--- src/rtl/pfrt_pkg.sv ---
// Shared constants, codes and types of the frame reassembly slot tracker.
package pfrt_pkg;

    localparam int SLOTS         = 8;
    localparam int MAX_PACKETS   = 1024;
    localparam int SLOT_W        = 3;
    localparam int IDX_W         = 10;
    localparam int TOTAL_W       = 11;
    localparam int ROW_W         = 32;
    localparam int BIT_W         = $clog2(ROW_W);
    localparam int ROWS_PER_SLOT = MAX_PACKETS / ROW_W;
    localparam int ROW_SEL_W     = IDX_W - BIT_W;
    localparam int ADDR_W        = SLOT_W + ROW_SEL_W;
    localparam int ROWS          = SLOTS * ROWS_PER_SLOT;
    localparam int PROD_W        = IDX_W + 16;
    localparam int QUEUE_DEPTH   = 2;
    localparam int QPTR_W        = $clog2(QUEUE_DEPTH);

    localparam logic [15:0] TIMEOUT_RST     = 16'd100;
    localparam logic [7:0]  HEADER_RST      = 8'd16;
    localparam logic [7:0]  META_RST        = 8'd12;
    localparam logic [15:0] MAX_PAYLOAD_RST = 16'd1400;

    typedef enum logic [3:0] {
        ST_PARTIAL    = 4'd0,
        ST_COMPLETE   = 4'd1,
        ST_TIMEOUT    = 4'd2,
        ST_SHORT      = 4'd3,
        ST_BAD_HDR    = 4'd4,
        ST_DUP        = 4'd5,
        ST_META_SHORT = 4'd6,
        ST_NO_META    = 4'd7,
        ST_PURGE      = 4'd8
    } status_t;

    typedef enum logic [1:0] {
        K_PACKET,
        K_PURGE,
        K_SHORT,
        K_BAD
    } kind_t;

    typedef enum logic [1:0] {
        CFG_TIMEOUT     = 2'd0,
        CFG_HEADER      = 2'd1,
        CFG_META        = 2'd2,
        CFG_MAX_PAYLOAD = 2'd3
    } cfg_idx_t;

    typedef enum logic [2:0] {
        S_IDLE,
        S_LOOK,
        S_SCAN,
        S_ALLOC,
        S_RD,
        S_EXEC
    } back_state_t;

    typedef struct packed {
        logic [15:0] timeout_ms;
        logic [7:0]  header_bytes;
        logic [7:0]  meta_bytes;
        logic [15:0] max_payload_bytes;
    } cfg_t;

    typedef struct packed {
        kind_t              kind;
        logic [31:0]        frame_id;
        logic [TOTAL_W-1:0] packet_total;
        logic [IDX_W-1:0]   packet_index;
        logic [15:0]        payload;
        logic [15:0]        meta_width;
        logic [15:0]        meta_height;
        logic [31:0]        meta_frame_bytes;
        logic [31:0]        now_ms;
    } item_t;

    typedef struct packed {
        logic full;
        logic empty;
    } q_stat_t;

    typedef struct packed {
        status_t     status;
        logic [2:0]  slot_number;
        logic [31:0] write_offset;
        logic [15:0] write_length;
        logic [15:0] frame_width;
        logic [15:0] frame_height;
        logic [31:0] frame_bytes;
        logic [3:0]  purged_count;
    } result_t;

endpackage

--- src/rtl/pfrt_queue.sv ---
// Short queue of classified requests between front and back.
module pfrt_queue (
    input  logic            clk,
    input  logic            rst_n,
    input  logic            push,
    input  pfrt_pkg::item_t push_item,
    input  logic            pop,
    output pfrt_pkg::item_t head,
    output pfrt_pkg::q_stat_t stat
);
    import pfrt_pkg::*;

    item_t             entry_reg [QUEUE_DEPTH];
    logic [QPTR_W-1:0] wr_ptr_reg;
    logic [QPTR_W-1:0] rd_ptr_reg;
    logic [QPTR_W:0]   fill_reg;

    assign head       = entry_reg[rd_ptr_reg];
    assign stat.full  = (fill_reg == (QPTR_W+1)'(QUEUE_DEPTH));
    assign stat.empty = (fill_reg == '0);

    always_ff @(posedge clk)
    begin
        if (push)
        begin
            entry_reg[wr_ptr_reg] <= push_item;
        end
    end

    always_ff @(posedge clk or negedge rst_n)
    begin
        if (!rst_n)
        begin
            wr_ptr_reg <= '0;
            rd_ptr_reg <= '0;
            fill_reg   <= '0;
        end
        else
        begin
            if (push)
            begin
                wr_ptr_reg <= (wr_ptr_reg == QPTR_W'(QUEUE_DEPTH-1)) ? '0 : wr_ptr_reg + 1'b1;
            end
            if (pop)
            begin
                rd_ptr_reg <= (rd_ptr_reg == QPTR_W'(QUEUE_DEPTH-1)) ? '0 : rd_ptr_reg + 1'b1;
            end
            if (push && !pop)
            begin
                fill_reg <= fill_reg + 1'b1;
            end
            else if (pop && !push)
            begin
                fill_reg <= fill_reg - 1'b1;
            end
        end
    end

endmodule

--- config.mk ---
export PLATFORM = sky130hd
export DESIGN_NAME = pfrt_queue
export DESIGN_NICKNAME = d
export VERILOG_FILES = /design/src/rtl/pfrt_pkg.sv /design/src/rtl/pfrt_queue.sv
export SDC_FILE = /design/constraint.sdc
export NUM_CORES = 1
export LEC_CHECK = 0
export BUFFER_PORTS_ARGS = -buffer_cell sky130_fd_sc_hd__buf_2
export CORE_MARGIN = 3
export CORE_UTILIZATION = 45
export CTS_CLUSTER_SIZE = 20
export DETAILED_ROUTE_END_ITERATION = 10
export PLACE_DENSITY = 0.7
export REMOVE_ABC_BUFFERS = 1
export SETUP_SLACK_MARGIN = 0.3
export SYNTH_ARGS = -nofsm -noshare
export SYNTH_HDL_FRONTEND = slang
export SYNTH_SLANG_ARGS = --single-unit
--- constraint.sdc ---
create_clock -name clk -period 17.2 [get_ports clk]
set_input_delay 2.58 -clock clk [delete_from_list [all_inputs] [get_ports clk]]
set_output_delay 2.58 -clock clk [all_outputs]
set_load 0.005 [all_outputs]
==> results of run 1 <==
worst min-delay path by stage:
| stage | endpoint | slack [ns] | depth (start not counted) |
|---|---|---|---|
| after floorplan | wr_ptr_reg$_DFFE_PN0P_ | 0.45 | 1 |
| after global placement | fill_reg[1]$_DFFE_PN0P_ | 0.48 | 1 |
| after detailed placement | fill_reg[1]$_DFFE_PN0P_ | 0.50 | 1 |
| after CTS | fill_reg[1]$_DFFE_PN0P_ | 0.51 | 1 |
| after global routing | fill_reg[1]$_DFFE_PN0P_ | 0.53 | 1 |
| final | fill_reg[1]$_DFFE_PN0P_ | 0.52 | 1 |
power by group:
part / switching (mW) / internal, mW / leakage (nW)
combinational: 0.312 / 0.377 / 2.51
sequential: 0.0694 / 1.09 / 3.18
clock: 0.288 / 0.435 / 0.542
total: 0.670 / 1.91 / 6.23
layout make-up:
cell class / count / share of cell area [%]
repair buffers: 346 / 11.05
clock buffers: 41 / 5.943
clock inverters: 21 / 1.106
flip-flops and latches: 338 / 64.00
inverters: 1 / 0.02371
diodes: 5 / 0.07903
well taps: 372 / 2.940
multi-input cells: 178 / 14.86
worst max-delay path, stage by stage, from the launching register on:
cell and delay [ns]:
dfrtp_4 1.09, buf_4 0.92, mux2_2 0.43, buf_2 0.13
per-stage QoR:
step | instances | utilization, % | hold slack (ns) | area (um2)
final | 1302 | 57.94 | 0.5156 | 15830
after global routing | 1302 | 57.94 | 0.5281 | 15830
after CTS | 1297 | 57.89 | 0.5097 | 15820
after detailed placement | 1235 | 53.81 | 0.4978 | 14700
after global placement | 1235 | 53.81 | 0.4848 | 14700
after floorplan | 517 | - | 0.4531 | 12480
cell usage in the layout, fill, tap and decap left out:
master / Yosys / routed
and2_4: 0 / 1
buf_2: 4 / 339
buf_4: 0 / 7
bufinv_16: 0 / 3
clkbuf_1: 0 / 4
clkbuf_16: 0 / 37
clkinv_1: 0 / 12
clkinv_2: 0 / 3
clkinv_4: 0 / 1
clkinvlp_4: 0 / 1
dfrtp_1: 4 / 3
dfrtp_4: 0 / 1
diode_2: 0 / 5
edfxtp_1: 334 / 334
ha_1: 1 / 1
inv_1: 1 / 1
inv_6: 0 / 1
mux2_2: 66 / 66
mux2_4: 101 / 101
nor2_1: 2 / 2
nor2b_1: 2 / 1
nor2b_4: 0 / 1
xnor2_1: 1 / 1
xor2_1: 4 / 4
routing by layer:
layer	vias to the layer above	share of wire, %	track usage (%)
met4	10	3.1	5.932
met3	61	8.3	5.607
met1	3018	39	19.24
li1	2873	-	-
met2	248	49	25.07
met5	-	0.30	0
cells by family (layout without fill, tap and decap cells):
logic type,after synthesis,in the layout
xor gates and xnor gates,5,5
buffers and inverters,20,409
DFF,338,338
adders and majority gates,1,1
muxes,167,167
other,0,5
and+or+nand+nor,5,5
==> flow_summary_export.csv, run 1 <==
group,metric,value,unit
cts,cts_buffers,35,
synthesis,synth_top_family_by_area,"multiplexers",
sta,tns,0,ns
synthesis,seq_area_frac_synth,79.98,%
sta,maxSlewViolCount,0,
cts,clk_pin_slew,0.05,ns
sta,setup_ws,11.51,ns
synthesis,synth.avg_cell_area,23.63,um2
sta,slew_headroom,32.29,%
synthesis,synth_most_common_cell,"edfxtp_1",
global_route,overflow,0,
detailed_routing,drcViolationCount,0,
cts,cts_hold_buf,0,
final_layout,syn2layout_area_growth,25.01,%
detailed_routing,detail_route.wl_per_cell,18.49,um
synthesis,synth.cell_area,12660,um2
min_path,hp-class,"flip-flop to flip-flop",
sta,timing.fmax,175.8,MHz
detailed_routing,drt-total-wl,24070,um
outcome,status,"completed",
critical_path,cp-end-kind,"primary output",
pwr,power.density,162.7,nW/um2
synthesis,synth_fa_ha_area_share,0.09879,%
synthesis,synth_ff_type,"edfxtp_1",
detailed_routing,antenna_left,0,
critical_path,worstPathArrival,3.11,ns
sta,period_needed,5.689,ns
floorplanning,die_area,30190,um2
synthesis,synthMuxAreaShare,17.84,%
pwr,leakagePower,6.233,nW
final_layout,multi_input_area,2352,um2
synthesis,synth-compound-area-share,0,%
global_route,grtUsageTotal,15.52,%
sta,hold_violations,0,
critical_path,rrSetupSlack,14.15,ns
final_layout,nFillCells,2175,
critical_path,crit_type,"flip-flop to primary output",
sta,setup_viol,0,
global_route,grt_pass1_vias,6605,
global_route,grt_pass1_wl,37000,um
detailed_routing,dr_total_vias,6210,
placed_design,hpwl,15920,um
critical_path,cp-start-kind,"flip-flop",
final_layout,layout.nets,1072,
synthesis,synth_area_leaders,"edfxtp_1, mux2_4, mux2_2",
sta,skew,0.01003,ns
min_path,hold_start,"fill_reg[1]$_DFFE_PN0P_",
placed_design,io_buffers,339,
floorplanning,ioPinCount,340,
cts,cts_setup_buffers,0,
synthesis,synth-edff-count,334,
sta,period_share,33.08,%
cts,cts_resized,0,
cts,clock_sinks,338,
synthesis,synth_commonest_cells,"edfxtp_1, mux2_4, mux2_2",
floorplanning,rows,60,
floorplanning,initial_utilization,46.35,%
global_route,grt_max_degree,62,
floorplanning,die_y,173.8,um
floorplanning,dieWidth,173.8,um
synthesis,synth_top_area_share,79.19,%
cts,clock_path_buffers,3,
detailed_routing,viasPerCell,4.770,
placed_design,gp_congestion,0.7303,
detailed_routing,drt_iter0_drc,334,
pwr,ir_drop,0.0001520,V
final_layout,drive_above_1_share,60.76,%
final_layout,ff_latch_area,10130,um2
job,drv_cap,0,
synthesis,synth_top_area_cell,"edfxtp_1",
synthesis,async_flop_share,1.183,%
cts,cts_tree,"yes",
final_layout,largest_reg_flops,334,
detailed_routing,firstDrtPassIters,5,
critical_path,cp_data_required_time,14.62,ns
sta,worstMarginPinSlew,1.016,ns
critical_path,startpoint,"rd_ptr_reg$_DFFE_PN0P_",
critical_path,path_max_fanout,60,
floorplanning,design.core.area,27330,um2
critical_path,regToRegEndpoint,"entry_reg[1][160]$_DFFE_PP_",
critical_path,timing.rr.start,"wr_ptr_reg$_DFFE_PN0P_",
cts,htree_levels,2,
synthesis,synth-simple-area-share,0.2075,%
cts,clock_latency,0.49,ns
synthesis,synth_seq_cells,338,
pwr,p_total,2.576,mW
synthesis,synth_xor_area_share,0.3458,%
synthesis,ys_types,13,
placed_design,post-place-ws,11.79,ns
critical_path,rr_worst_depth,3,
global_route,grt_antenna_before_repair,10,
critical_path,endpoint,"head[132]",
synthesis,netlist_instances,536,
cts,cts-root-buf,"clkbuf_16",
sta,rsz0062_at_grt,"false",
synthesis,yosysWarningCount,0,
Power figures use the tool's default switching activity.
==> run 2: changes to the inputs <==
--- a/config.mk
+++ b/config.mk
@@ -5,12 +5,13 @@
 export SDC_FILE = /design/constraint.sdc
 export NUM_CORES = 1
 export LEC_CHECK = 0
+export ABC_AREA = 1
 export BUFFER_PORTS_ARGS = -buffer_cell sky130_fd_sc_hd__buf_2
 export CORE_MARGIN = 3
 export CORE_UTILIZATION = 45
 export CTS_CLUSTER_SIZE = 20
 export DETAILED_ROUTE_END_ITERATION = 10
-export PLACE_DENSITY = 0.7
+export PLACE_DENSITY = 0.73
 export REMOVE_ABC_BUFFERS = 1
 export SETUP_SLACK_MARGIN = 0.3
 export SYNTH_ARGS = -nofsm -noshare
==> constraint.sdc (replaced) <==
create_clock -name clk -period 5 [get_ports clk]
set_input_delay 0.75 -clock clk [delete_from_list [all_inputs] [get_ports clk]]
set_output_delay 0.75 -clock clk [all_outputs]
set_load 0.005 [all_outputs]
==> run 2 against run 1 <==
Against the previous run: die area rose by 0.16%; critical path depth did not move; hold slack worse by 0.46 ns; worst setup slack worse by 9.8 ns; critical endpoint is now head[154]; largest cell class unchanged; largest power group unchanged; highest routed layer unchanged.
==> flow_summary_export.csv, run 2 <==
group,metric,value,unit
outcome,status,"completed",
detailed_routing,viasPerCell,4.759,
synthesis,synth.cell_area,12680,um2
final_layout,layout_common_cells,"buf_2, edfxtp_1, mux2_4",
cts,cts-root-buf,"clkbuf_16",
cts,clock_path_buffers,3,
sta,slew_headroom,30.65,%
floorplanning,die_area,30240,um2
cts,htree_levels,2,
sta,timing.fmax,304.7,MHz
sta,skew,0.01366,ns
placed_design,post-place-ws,2.198,ns
sta,rsz0062_at_grt,"false",
pwr,ir_drop,0.0004639,V
final_layout,nFillCells,2129,
sta,whs,0.05334,ns
synthesis,synth_top_area_cell,"edfxtp_1",
global_route,grt_antenna_before_repair,9,
critical_path,timing.rr.start,"wr_ptr_reg$_DFFE_PN0P_",
cts,clock_latency,0.49,ns
cts,cts_buffers,37,
synthesis,synth.avg_cell_area,23.27,um2
synthesis,ys_types,14,
floorplanning,initial_utilization,46.42,%
global_route,grtUsageTotal,16.02,%
sta,period_share,65.63,%
sta,tns,0,ns
global_route,overflow,0,
synthesis,synth_area_leaders,"edfxtp_1, mux2_4, mux2_2",
job,drv_cap,0,
sta,setup_viol,0,
critical_path,cp-end-kind,"primary output",
min_path,hp-class,"primary input to async pin",
pwr,leakagePower,6.276,nW
critical_path,crit_type,"flip-flop to primary output",
cts,cts_resized,0,
cts,cts_setup_buffers,0,
detailed_routing,drt_iter0_drc,367,
pwr,p_total,8.901,mW
critical_path,rrSetupSlack,2.96,ns
critical_path,worstPathArrival,2.53,ns
cts,clock_sinks,338,
synthesis,synth_most_common_cell,"edfxtp_1",
detailed_routing,firstDrtPassIters,4,
cts,clk_pin_slew,0.06,ns
global_route,grt_pass1_vias,6677,
detailed_routing,drcViolationCount,0,
final_layout,final_common_cell,"buf_2",
detailed_routing,dr_total_vias,6244,
detailed_routing,detail_route.wl_per_cell,18.95,um
final_layout,largest_reg_flops,334,
synthesis,synth_seq_cells,338,
synthesis,synth_top_area_share,79.07,%
floorplanning,dieWidth,173.9,um
detailed_routing,antenna_left,0,
synthesis,seq_area_frac_synth,79.86,%
placed_design,io_buffers,339,
synthesis,yosysWarningCount,0,
floorplanning,rows,60,
synthesis,synth_ff_type,"edfxtp_1",
sta,setup_ws,1.719,ns
sta,maxSlewViolCount,0,
detailed_routing,drt-total-wl,24860,um
sta,worstMarginPinSlew,1.040,ns
floorplanning,design.core.area,27330,um2
global_route,grt_max_degree,83,
critical_path,cp_data_required_time,4.25,ns
sta,period_needed,3.281,ns
final_layout,drive_above_1_share,60.15,%
synthesis,async_flop_share,1.183,%
synthesis,synth_commonest_cells,"edfxtp_1, mux2_4, mux2_2",
sta,hold_violations,0,
placed_design,hpwl,16580,um
critical_path,path_max_fanout,56,
pwr,power.density,559.3,nW/um2
critical_path,startpoint,"rd_ptr_reg$_DFFE_PN0P_",
cts,cts_hold_buf,0,
cts,cts_tree,"yes",
final_layout,syn2layout_area_growth,25.46,%
floorplanning,ioPinCount,340,
final_layout,layout.nets,1084,
placed_design,gp_congestion,0.7266,
floorplanning,die_y,173.9,um
global_route,grt_pass1_wl,38050,um
critical_path,regToRegEndpoint,"entry_reg[1][72]$_DFFE_PP_",
critical_path,cp-start-kind,"flip-flop",
critical_path,rr_worst_depth,3,
synthesis,synth-edff-count,334,
synthesis,netlist_instances,545,
[run 2: cell count changes in the layout (fill, tap and decap cells not counted), moves of 2 or more]
cell      before  now
nand2_1        0    5
buf_4          7    2
clkbuf_1       4   10
clkinv_1      12    7
xor2_1         4    2
buf_12         0    6
inv_1          1    6
[run 2: layout make-up]
class                   count  area [um2]  share of cell area [%]
diodes                      4       10.01                 0.06290
multi-input cells         181        2347                   14.75
clock inverters            16       131.4                  0.8255
clock buffers              47       963.4                   6.054
repair buffers            347        1832                   11.51
inverters                   7       31.28                  0.1966
well taps                 372       465.4                   2.925
flip-flops and latches    338       10130                   63.68
[run 2: through the flow]
step,std cells,area [um2],utilization [%]
after global placement,1245,14810,54.19
after detailed placement,1245,14810,54.19
final,1312,15910,58.24
after CTS,1308,15900,58.20
after global routing,1312,15910,58.24
after floorplan,526,12500,-
[run 2: cell families (layout without fill, tap and decap cells)]
logic type | Yosys count | after routing | share of synthesized area (%)
flip-flops | 338 | 338 | 79.86
multiplexers | 167 | 167 | 17.81
XOR/XNOR | 3 | 3 | 0.2072
buffers and inverters | 26 | 417 | 1.697
AND/OR/NAND/NOR | 10 | 10 | 0.3255
adder cells (fa/ha/maj) | 1 | 1 | 0.09862
other | 0 | 4 | 0
[run 2: worst max-delay path: stages (launching register included)]
cell and delay (ns):
dfrtp_4 1.12, buf_12 0.37, mux2_2 0.37, buf_2 0.12
[run 2: routing by layer]
| layer | GRT usage [%] | share of wire (%) | vias to the layer above |
|---|---|---|---|
| met3 | 5.526 | 8.5 | 65 |
| met5 | 0 | 0.30 | - |
| met1 | 19.47 | 38 | 3021 |
| met4 | 6.535 | 3.5 | 10 |
| met2 | 26.34 | 49 | 247 |
| li1 | - | - | 2901 |
[run 2: worst max path at each step]
stage	end	cells past startpoint
after floorplan	entry_reg[0][0]$_DFFE_PP_	2
after global placement	head[149]	3
after detailed placement	head[154]	3
after CTS	head[149]	3
after global routing	head[124]	3
final	head[154]	3
[run 2: report_power, final]
group | switching, mW | total (mW) | internal, mW | leakage (nW)
clock | 1.01 | 2.47 | 1.46 | 0.531
sequential | 0.248 | 4.01 | 3.76 | 3.18
combinational | 1.09 | 2.43 | 1.34 | 2.56
total | 2.35 | 8.90 | 6.56 | 6.28
