`config.mk`:
```
export PLATFORM = sky130hd
export DESIGN_NAME = pfrt_front
export DESIGN_NICKNAME = d
export VERILOG_FILES = /design/src/rtl/pfrt_pkg.sv /design/src/rtl/pfrt_front.sv
export SDC_FILE = /design/constraint.sdc
export NUM_CORES = 1
export LEC_CHECK = 0
export BUFFER_PORTS_ARGS = -buffer_cell sky130_fd_sc_hd__buf_4
export CAP_MARGIN = 20
export CORE_AREA = 2 2 135 137
export DETAILED_ROUTE_END_ITERATION = 12
export DIE_AREA = 0 0 137 139
export GPL_ROUTABILITY_DRIVEN = 0
export PLACE_DENSITY_LB_ADDON = 0.05
export SLEW_MARGIN = 30
export SYNTH_ARGS = -nofsm -noshare
export SYNTH_HDL_FRONTEND = slang
export SYNTH_SLANG_ARGS = --single-unit
export TNS_END_PERCENT = 100
```
`constraint.sdc`:
```
create_clock -name vclk -period 3.1
set_input_delay 0.62 -clock vclk [all_inputs]
set_output_delay 0.62 -clock vclk [all_outputs]
set_load 0.03 [all_outputs]
```
`src/rtl/pfrt_pkg.sv`:
```
// Shared constants, codes and types of the frame reassembly slot tracker.
package pfrt_pkg;

    localparam int SLOTS         = 8;
    localparam int MAX_PACKETS   = 1024;
    localparam int SLOT_W        = 3;
    localparam int IDX_W         = 10;
    localparam int TOTAL_W       = 11;
    localparam int ROW_W         = 32;
    localparam int BIT_W         = $clog2(ROW_W);
    localparam int ROWS_PER_SLOT = MAX_PACKETS / ROW_W;
    localparam int ROW_SEL_W     = IDX_W - BIT_W;
    localparam int ADDR_W        = SLOT_W + ROW_SEL_W;
    localparam int ROWS          = SLOTS * ROWS_PER_SLOT;
    localparam int PROD_W        = IDX_W + 16;
    localparam int QUEUE_DEPTH   = 2;
    localparam int QPTR_W        = $clog2(QUEUE_DEPTH);

    localparam logic [15:0] TIMEOUT_RST     = 16'd100;
    localparam logic [7:0]  HEADER_RST      = 8'd16;
    localparam logic [7:0]  META_RST        = 8'd12;
    localparam logic [15:0] MAX_PAYLOAD_RST = 16'd1400;

    typedef enum logic [3:0] {
        ST_PARTIAL    = 4'd0,
        ST_COMPLETE   = 4'd1,
        ST_TIMEOUT    = 4'd2,
        ST_SHORT      = 4'd3,
        ST_BAD_HDR    = 4'd4,
        ST_DUP        = 4'd5,
        ST_META_SHORT = 4'd6,
        ST_NO_META    = 4'd7,
        ST_PURGE      = 4'd8
    } status_t;

    typedef enum logic [1:0] {
        K_PACKET,
        K_PURGE,
        K_SHORT,
        K_BAD
    } kind_t;

    typedef enum logic [1:0] {
        CFG_TIMEOUT     = 2'd0,
        CFG_HEADER      = 2'd1,
        CFG_META        = 2'd2,
        CFG_MAX_PAYLOAD = 2'd3
    } cfg_idx_t;

    typedef enum logic [2:0] {
        S_IDLE,
        S_LOOK,
        S_SCAN,
        S_ALLOC,
        S_RD,
        S_EXEC
    } back_state_t;

    typedef struct packed {
        logic [15:0] timeout_ms;
        logic [7:0]  header_bytes;
        logic [7:0]  meta_bytes;
        logic [15:0] max_payload_bytes;
    } cfg_t;

    typedef struct packed {
        kind_t              kind;
        logic [31:0]        frame_id;
        logic [TOTAL_W-1:0] packet_total;
        logic [IDX_W-1:0]   packet_index;
        logic [15:0]        payload;
        logic [15:0]        meta_width;
        logic [15:0]        meta_height;
        logic [31:0]        meta_frame_bytes;
        logic [31:0]        now_ms;
    } item_t;

    typedef struct packed {
        logic full;
        logic empty;
    } q_stat_t;

    typedef struct packed {
        status_t     status;
        logic [2:0]  slot_number;
        logic [31:0] write_offset;
        logic [15:0] write_length;
        logic [15:0] frame_width;
        logic [15:0] frame_height;
        logic [31:0] frame_bytes;
        logic [3:0]  purged_count;
    } result_t;

endpackage

```
`src/rtl/pfrt_front.sv`:
```
// Front end: accepts request beats, screens headers and queues them.
module pfrt_front (
    input  logic                        in_valid,
    output logic                        in_ready,
    input  logic                        req_type,
    input  logic [31:0]                 frame_id,
    input  logic [pfrt_pkg::TOTAL_W-1:0] packet_total,
    input  logic [pfrt_pkg::IDX_W-1:0]  packet_index,
    input  logic [15:0]                 raw_length,
    input  logic [15:0]                 meta_width,
    input  logic [15:0]                 meta_height,
    input  logic [31:0]                 meta_frame_bytes,
    input  logic [31:0]                 now_ms,
    input  logic [7:0]                  header_bytes,
    input  pfrt_pkg::q_stat_t           q_stat,
    output logic                        push,
    output pfrt_pkg::item_t             push_item
);
    import pfrt_pkg::*;

    kind_t kind;

    always_comb
    begin
        if (req_type)
        begin
            kind = K_PURGE;
        end
        else if (raw_length < {8'd0, header_bytes})
        begin
            kind = K_SHORT;
        end
        else if (frame_id == '0 || packet_total == '0 ||
                 packet_total > TOTAL_W'(MAX_PACKETS) ||
                 {1'b0, packet_index} >= packet_total)
        begin
            kind = K_BAD;
        end
        else
        begin
            kind = K_PACKET;
        end
    end

    assign in_ready = !q_stat.full;
    assign push     = in_valid && !q_stat.full;

    always_comb
    begin
        push_item.kind             = kind;
        push_item.frame_id         = frame_id;
        push_item.packet_total     = packet_total;
        push_item.packet_index     = packet_index;
        push_item.payload          = raw_length - {8'd0, header_bytes};
        push_item.meta_width       = meta_width;
        push_item.meta_height      = meta_height;
        push_item.meta_frame_bytes = meta_frame_bytes;
        push_item.now_ms           = now_ms;
    end

endmodule

```
==> results of run 1 <==
[repair_timing]
action / CTS / global route
pin swaps: 0 / 6
setup endpoints to repair: 1 / 3
setup buffers: 0 / 1
gates resized for setup: 1 / 7
[layer usage]
layer  GRT usage  share of wire  up-vias
met3      0.0157           0.13       50
li1            -              -      811
met5           0              0        -
met2       0.117           0.49      111
met4      0.0298          0.054        0
met1      0.0609           0.32      746
[cells by family (layout without fill, tap and decap cells)]
family / Yosys count / in the layout / share of synthesized area
and+or+nand+nor: 54 / 54 / 0.153
buffers and inverters: 172 / 183 / 0.584
adders and majority gates: 19 / 19 / 0.119
xor gates and xnor gates: 13 / 13 / 0.0552
AOI/OAI and AO/OA: 27 / 27 / 0.0885
[power by group through the flow]
stage / logic, uW / clock network, uW / registers (uW)
after global routing: 558 / 0 / 0
after global placement: 521 / 0 / 0
after floorplan: 543 / 0 / 0
after CTS: 518 / 0 / 0
after detailed placement: 515 / 0 / 0
final: 514 / 0 / 0
[placed cells by master (no fill, tap or decap), types with 2 or more instances in the layout]
cell type and count:
sky130_fd_sc_hd__xnor2_1 11, sky130_fd_sc_hd__nand3_1 2, sky130_fd_sc_hd__nor2b_1 2, sky130_fd_sc_hd__ha_1 16, sky130_fd_sc_hd__nor2_1 14, sky130_fd_sc_hd__ha_4 2, sky130_fd_sc_hd__nand2_1 10, sky130_fd_sc_hd__o21ai_0 4
sky130_fd_sc_hd__a21oi_1 10, sky130_fd_sc_hd__nand4_1 5, sky130_fd_sc_hd__o31a_1 2, sky130_fd_sc_hd__o21a_1 4, sky130_fd_sc_hd__buf_4 158, sky130_fd_sc_hd__buf_6 2, sky130_fd_sc_hd__inv_1 22, sky130_fd_sc_hd__nor4_1 11
[stage by stage]
step	power [uW]	area, um2
finish	514	2480
detailed placement	515	2430
global placement	521	2430
floorplan	543	2070
CTS	518	2430
global route	558	2480
[cell type report]
type	instances	area share
well taps	229	0.116
repair buffers	160	0.488
inverters	23	0.0348
multi-input cells	113	0.362
[worst min-delay path by stage]
stage / startpoint / to / slack, ns
after CTS: now_ms[20] / push_item[20] / 1.24
after floorplan: req_type / push_item[166] / 1.35
after global placement: now_ms[20] / push_item[20] / 1.24
after global routing: now_ms[12] / push_item[12] / 1.24
final: now_ms[12] / push_item[12] / 1.24
after detailed placement: now_ms[20] / push_item[20] / 1.24
==> run summary, run 1 <==
* leakage power total: 0.00121 uW
* worst path required time: 2.48 ns
* sort of element at the end of the critical path: primary output
* per-cell routed wire length: 12.8 um
* post-synthesis cell type with the largest combined area: sky130_fd_sc_hd__buf_4
* setup slack after layout: 0.0918 ns
* PwrDens: 207 nW/um2
* core outline area: 17700 um2
* standard-cell rows: 49
* fin. max-slew vios: 0
* outcome: finished clean
* sequential cell fraction of total power: 0
* share of power burned in the clock network: 0
* crit-path leading delay family: compound AO/OA/AOI/OAI gates
* vias in the first global route: 1800
* maximum number of pins on one net before global-route repair: 6
* DR vias: 1718
* stages on the worst setup path: 10
* arrival time reported for the critical path endpoint: 2.39 ns
* CP max FO: 2
* net count of the mapped netlist: 481
* Hold Crit Depth: 0
* final net count: 494
* starting density of the core: 0.117
* ordered cell list for the critical path: buf_6 -> inv_2 -> ha_4 -> fa_2 -> nor2b_4 -> o31a_1 -> o21ai_4 -> or3b_4 -> xnor2_2 -> buf_6
* via density per instance: 3.27
* number of clock buffer instances in the layout: 0
* number of ports placed on the die boundary: 346
* fill count: 2060
* DRC violation count after routing: 0
* antenna violations before repair: 0
* capturing instance or port of the critical path: push_item[108]
* most frequent cells after synthesis: sky130_fd_sc_hd__buf_4, sky130_fd_sc_hd__inv_1, sky130_fd_sc_hd__ha_1
* combinational cell fraction of total power: 1.000
* Crit Path Class: input port to primary output
* gate count of the mapped netlist: 285
* n_diodes: 0
* Worst Setup Slack post-DPL: -0.0129 ns
* worst-margin pin slew: 0.376 ns
* switching part of the total power: 0.559
* most numerous cell in the Yosys netlist: sky130_fd_sc_hd__buf_4
* area of the mapped netlist: 2060 um2
* design internal power: 227 uW
* clock period minus final worst setup slack: 3.01 ns
* number of nets with antenna violations after detailed routing: 0
* mean cell area of the mapped netlist: 7.24 um2
* startpoint class of the critical path: input port
* sequential cell count of the final layout: 0
* Die Span Y: 139 um
* critical path startpoint: raw_length[0]
* share of final-layout standard cells stronger than drive strength 1: 0.581
* multi-input logic area: 896 um2
* violation count after the first detailed-routing iteration: 25
* CP max stage delay: 0.41 ns
* Max Fclk: 332 MHz
* sequential area share after synthesis: 0
* number of warnings reported in the yosys synthesis log: 0
* post-route setup TNS: 0 ns
* wire length of the first global-routing pass: 9380 um
* critical path's slowest cell: sky130_fd_sc_hd__or3b_4
* number of max-cap violations: 0
* final hold slack: 1.24 ns
* worst slew slack as a fraction of its limit: 0.747
* Final setup viols: 0
* utilization after layout: 0.140
* area of all sequential standard cells: 0 um2
* top-area cell type share of the netlist area: 0.542
* DR pass1 iterations: 4
* chip width: 137 um
* input/output buffers: 153
* top cells by area in the synthesized netlist: sky130_fd_sc_hd__buf_4, sky130_fd_sc_hd__ha_1, sky130_fd_sc_hd__xnor2_1
* number of instances in the placed design: 524
* global-route congestion overflow total: 0
* buffers plus inverters on the worst setup path: 3
* number of hold violations in the final report: 0
* RSZ-0062 raised after global routing: no
* GRT Total Usage: 0.0618
* count of non-filler cells in the finished layout: 525
* portion of the clock cycle consumed by the worst path in the final layout: 0.970
* area growth from synthesis to final layout: 20.1%
* Hold/Removal Path Class: input port to primary output
* Sw Pwr: 287 uW
* number of unique standard cell types used by synthesis: 32
* Die Footprint: 19000 um2
* number of hold buffers added after CTS: 0
* peak supply drop: 0.0000772 V
* wirelength, routed: 6710 um
* HPWL after DPL: 6170 um
* Worst path most repeated cell: sky130_fd_sc_hd__buf_6
Power figures use the tool's default switching activity.
==> run 2, diff against run 1 <==
- BUFFER_PORTS_ARGS: -buffer_cell sky130_fd_sc_hd__buf_4 -> -buffer_cell sky130_fd_sc_hd__buf_2
- GPL_ROUTABILITY_DRIVEN: 0 -> 1
- GPL_TIMING_DRIVEN: default -> 0
==> run 2 against run 1 <==
Effect of this change: critical path depth unchanged; global-route usage grew 1.0 points; design area increased by 50%; sequential cell count stayed put; die area unchanged; via count rose by 51%.
==> run summary, run 2 (same netlist as run 1, synthesis figures left out) <==
* outcome: finished clean
* worst slew slack as a fraction of its limit: 0.722, -0.0254
* vias in the first global route: 2372, +32%
* post-route cell area: 3730 um2, +50%
* DR vias: 2598, +51%
* last weighted congestion value of the routability-driven placer: 0.683
* n_diodes: 0, unchanged
* Final setup viols: 0, unchanged
* wirelength, routed: 8060 um, +20%
* number of ports placed on the die boundary: 346, unchanged
* sequential cell fraction of total power: 0, unchanged
* ordered cell list for the critical path: buf_6 -> inv_2 -> ha_4 -> fa_2 -> nor2b_4 -> o31a_1 -> o21ai_4 -> or3b_4 -> xnor2_2 -> buf_6
* startpoint of the most critical hold path: meta_frame_bytes[5]
* wire length of the first global-routing pass: 11300 um, +20%
* number of hold violations in the final report: 0, unchanged
* critical path's slowest cell: sky130_fd_sc_hd__or3b_4
* violation count after the first detailed-routing iteration: 45, +80%
* switching part of the total power: 0.588, +0.0296
* buffers plus inverters on the worst setup path: 3, unchanged
* antenna violations before repair: 1, +1
* startpoint class of the critical path: input port
* peak supply drop: 0.0000960 V, +24%
* starting density of the core: 0.117, unchanged
* HPWL after DPL: 7680 um, +24%
* Hold Crit Depth: 2, +2
* CP max FO: 2, unchanged
* clock period minus final worst setup slack: 3.03 ns, +0.0219 ns
* leakage power total: 0.00218 uW, +80%
* input/output buffers: 249, +63%
* standard-cell rows: 49, unchanged
* GRT Total Usage: 0.0719, +0.0101
* commonest non-fill, non-tap cell in the layout: sky130_fd_sc_hd__buf_2
* sink of the worst hold path: push_item[37]
* Crit Path Class: input port to primary output
* worst-margin pin slew: 0.414 ns, +0.0377 ns
* sequential cell count of the final layout: 0, unchanged
* number of max-cap violations: 0, unchanged
* Die Span Y: 139 um, unchanged
* per-cell routed wire length: 10.5 um, -18%
* maximum number of pins on one net before global-route repair: 6, unchanged
* Worst Setup Slack post-DPL: -0.190 ns, -0.177 ns
* arrival time reported for the critical path endpoint: 2.41 ns, +0.02 ns
* worst path required time: 2.48 ns, about the same
* number of clock buffer instances in the layout: 0, unchanged
* global-route congestion overflow total: 0, unchanged
* design internal power: 322 uW, +42%
* portion of the clock cycle consumed by the worst path in the final layout: 0.977, +0.00707
* via density per instance: 3.38, +3.4%
* setup slack after layout: 0.0698 ns, -0.0219 ns
* number of nets with antenna violations after detailed routing: 0, unchanged
* utilization after layout: 0.211, +0.0707
* share of final-layout standard cells stronger than drive strength 1: 0.779, +0.198
* commonest cells after routing, fill and taps aside: sky130_fd_sc_hd__buf_2, sky130_fd_sc_hd__buf_4, sky130_fd_sc_hd__inv_1
* fin. max-slew vios: 0, unchanged
* area growth from synthesis to final layout: 80.6%
* combinational cell fraction of total power: 1.000, about the same
* PwrDens: 210 nW/um2, +1.1%
* area of all sequential standard cells: 0 um2, unchanged
* DR pass1 iterations: 4, unchanged
* post-detailed-placement cell area: 3600 um2, +48%
* Die Footprint: 19000 um2, unchanged
* sort of element at the end of the critical path: primary output
* chip width: 137 um, unchanged
* crit-path leading delay family: compound AO/OA/AOI/OAI gates
* final net count: 737, +49%
* Worst path most repeated cell: sky130_fd_sc_hd__buf_6
* CP max stage delay: 0.40 ns, about the same
* share of power burned in the clock network: 0, unchanged
* Max Fclk: 330 MHz, -0.72%
* DRC violation count after routing: 0, unchanged
* core outline area: 17700 um2, unchanged
* Hold/Removal Path Class: input port to primary output
* Sw Pwr: 460 uW, +60%
## run 2: final cells by class
type	count	area, um2
fill	2038	13900
timing repair buffer	254	1310
buffer	149	1120
multi-input combinational	113	926
tap	229	287
inverter	23	86.3
## run 2: per-stage QoR
| step | instances | TNS, ns | hold WS (ns) | total power, uW |
|---|---|---|---|---|
| 2_1_floorplan | 285 | 0 | 1.35 | 543 |
| 3_5_place_dp | 763 | -0.231 | 1.49 | 766 |
| 4_1_cts | 765 | 0 | 1.49 | 775 |
| 6_report | 768 | 0 | 1.49 | 782 |
| 3_3_place_gp | 763 | -0.202 | 1.49 | 770 |
| 5_1_grt | 768 | -0.00698 | 1.49 | 840 |
## run 2: power groups by stage
stage | clock network (uW) | registers (uW) | logic, uW
6_report | 0 | 0 | 782
5_1_grt | 0 | 0 | 840
4_1_cts | 0 | 0 | 775
3_5_place_dp | 0 | 0 | 766
3_3_place_gp | 0 | 0 | 770
2_1_floorplan | 0 | 0 | 543
## run 2: worst max-delay path by stage
stage,from,end,cells after the start
2_1_floorplan,header_bytes[1],push_item[107],7
3_3_place_gp,raw_length[0],push_item[108],10
3_5_place_dp,raw_length[0],push_item[108],10
4_1_cts,raw_length[0],push_item[108],10
5_1_grt,raw_length[0],push_item[108],10
6_report,raw_length[0],push_item[108],10
## run 2: timing repair
item | 4_1_cts | 5_1_grt
pin swaps | 2 | 8
buffers inserted | 2 | 3
hold buffers | 0 | 0
setup endpoints to repair | 2 | 5
resized for setup | 2 | 17
## run 2: metal layers
metal	global-route usage	routed length (um)
met5	0	16
met3	0.0194	1090
met1	0.0622	2400
met2	0.163	4550
met4	0	0
==> run 3, diff against run 2 <==
- PLACE_DENSITY: default -> 0.45
- PLACE_DENSITY_LB_ADDON: 0.05 -> default
==> run 3 against run 2 <==
Effect of this change: setup slack got worse by 0.068 ns; worst hold slack about the same; final cell count decreased by 0.26%; non-clock buffer count decreased by 2; power decreased by 0.46%; highest routed layer is now met3; design area decreased by 0.94%.
==> run summary, run 3 (same netlist as run 1, synthesis figures left out) <==
* DR vias: 2531, -2.6%
* number of clock buffer instances in the layout: 0, unchanged
* wirelength, routed: 8180 um, +1.5%
* core outline area: 17700 um2, unchanged
* final hold slack: 1.49 ns, -0.000460 ns
* via density per instance: 3.30, -2.3%
* n_diodes: 0, unchanged
* Crit Path Class: input port to primary output
* number of max-cap violations: 0, unchanged
* number of hold violations in the final report: 0, unchanged
* GRT Total Usage: 0.0732, +0.00135
* startpoint class of the critical path: input port
* sequential cell count of the final layout: 0, unchanged
* Die Footprint: 19000 um2, unchanged
* DR pass1 iterations: 3, -1
* clock period minus final worst setup slack: 3.10 ns, +0.0680 ns
* area growth from synthesis to final layout: 78.9%
* standard-cell rows: 49, unchanged
* worst slew slack as a fraction of its limit: 0.677, -0.0444
* critical path startpoint: raw_length[0]
* outcome: finished clean
* peak supply drop: 0.000106 V, +10%
* DRC violation count after routing: 0, unchanged
* ordered cell list for the critical path: buf_6 -> inv_4 -> ha_4 -> fa_2 -> nor2b_4 -> o31a_1 -> o21ai_4 -> or3b_4 -> xnor2_2 -> buf_6
* last weighted congestion value of the routability-driven placer: 0.769, +13%
* starting density of the core: 0.117, unchanged
* count of non-filler cells in the finished layout: 766, -0.26%
* per-cell routed wire length: 10.7 um, +1.8%
* vias in the first global route: 2246, -5.3%
* chip width: 137 um, unchanged
* fin. max-slew vios: 0, unchanged
* area of all sequential standard cells: 0 um2, unchanged
* buffers plus inverters on the worst setup path: 3, unchanged
* commonest non-fill, non-tap cell in the layout: sky130_fd_sc_hd__buf_2
* violation count after the first detailed-routing iteration: 20, -56%
* PwrDens: 211 nW/um2, +0.48%
* critical path's slowest cell: sky130_fd_sc_hd__or3b_4
* number of nets with antenna violations after detailed routing: 0, unchanged
* number of instances in the placed design: 763, unchanged
* global-route congestion overflow total: 0, unchanged
* RSZ-0062 raised after global routing: yes
* Worst path most repeated cell: sky130_fd_sc_hd__buf_6
* Max Fclk: 323 MHz, -2.2%
* antenna violations before repair: 0, -1
* HPWL after DPL: 7700 um, +0.21%
* CP max FO: 3, +1
* startpoint of the most critical hold path: now_ms[24]
* input/output buffers: 249, unchanged
* portion of the clock cycle consumed by the worst path in the final layout: 0.999, +0.0219
* CP max stage delay: 0.41 ns, about the same
* number of ports placed on the die boundary: 346, unchanged
* Final setup viols: 0, unchanged
* share of final-layout standard cells stronger than drive strength 1: 0.771, -0.00827
* sort of element at the end of the critical path: primary output
* final net count: 735, -0.27%
* commonest cells after routing, fill and taps aside: sky130_fd_sc_hd__buf_2, sky130_fd_sc_hd__buf_4, sky130_fd_sc_hd__inv_1
* worst-margin pin slew: 0.480 ns, +0.0664 ns
* arrival time reported for the critical path endpoint: 2.48 ns, +0.07 ns
* Die Span Y: 139 um, unchanged
* worst path required time: 2.48 ns, about the same
* fill count: 2023, -0.74%
* crit-path leading delay family: compound AO/OA/AOI/OAI gates
* maximum number of pins on one net before global-route repair: 6, unchanged
* wire length of the first global-routing pass: 11300 um, -0.12%
* number of hold buffers added after CTS: 0, unchanged
* Hold/Removal Path Class: input port to primary output
* leakage power total: 0.00216 uW, -1.0%
==> run 3: cell count changes in the layout (fill, tap and decap cells not counted), sizes merged <==
cell / delta
buf: -2
==> run 3: cell type report <==
class | count | area, um2 | area share
Tap cell | 229 | 287 | 0.0776
Timing Repair Buffer | 252 | 1290 | 0.348
Inverter | 23 | 88.8 | 0.0241
Multi-Input combinational cell | 113 | 911 | 0.247
Buffer | 149 | 1120 | 0.303
==> run 3: final timing paths <==
path	end	slack, ns	cells after the start
min	push_item[24]	1.49	2
max	push_item[108]	0.002	10
==> run 3: per-layer routing <==
| metal | track usage | wire length (um) | up-vias |
|---|---|---|---|
| met5 | 0 | 0 | - |
| met4 | 0 | 0 | 0 |
| met3 | 0.0102 | 862 | 0 |
| met2 | 0.161 | 4700 | 183 |
| met1 | 0.0729 | 2620 | 1056 |
| li1 | - | - | 1292 |
==> run 3: stage by stage <==
step | area (um2) | TNS [ns] | util | total power [uW] | setup slack [ns]
after floorplan | 2070 | 0 | - | 543 | 0.0679
after global placement | 3600 | -0.244 | 0.204 | 769 | -0.160
after detailed placement | 3600 | -0.343 | 0.204 | 767 | -0.160
after CTS | 3630 | -0.0267 | 0.206 | 778 | -0.0267
after global routing | 3690 | -0.150 | 0.209 | 837 | -0.0856
final | 3690 | 0 | 0.209 | 778 | 0.00186
==> run 3: where the power goes <==
part / total [uW] / switching [uW] / internal, uW / leakage (uW)
clock: 0 / 0 / 0 / 0
sequential: 0 / 0 / 0 / 0
combinational: 778 / 461 / 317 / 0.00216
==> run 3: timing repair <==
item	4_1_cts	5_1_grt
endpoints found under the setup margin	4	4
hold endpoints to repair	0	0
setup buffers	1	2
pin swaps	2	6
resized for setup	5	10
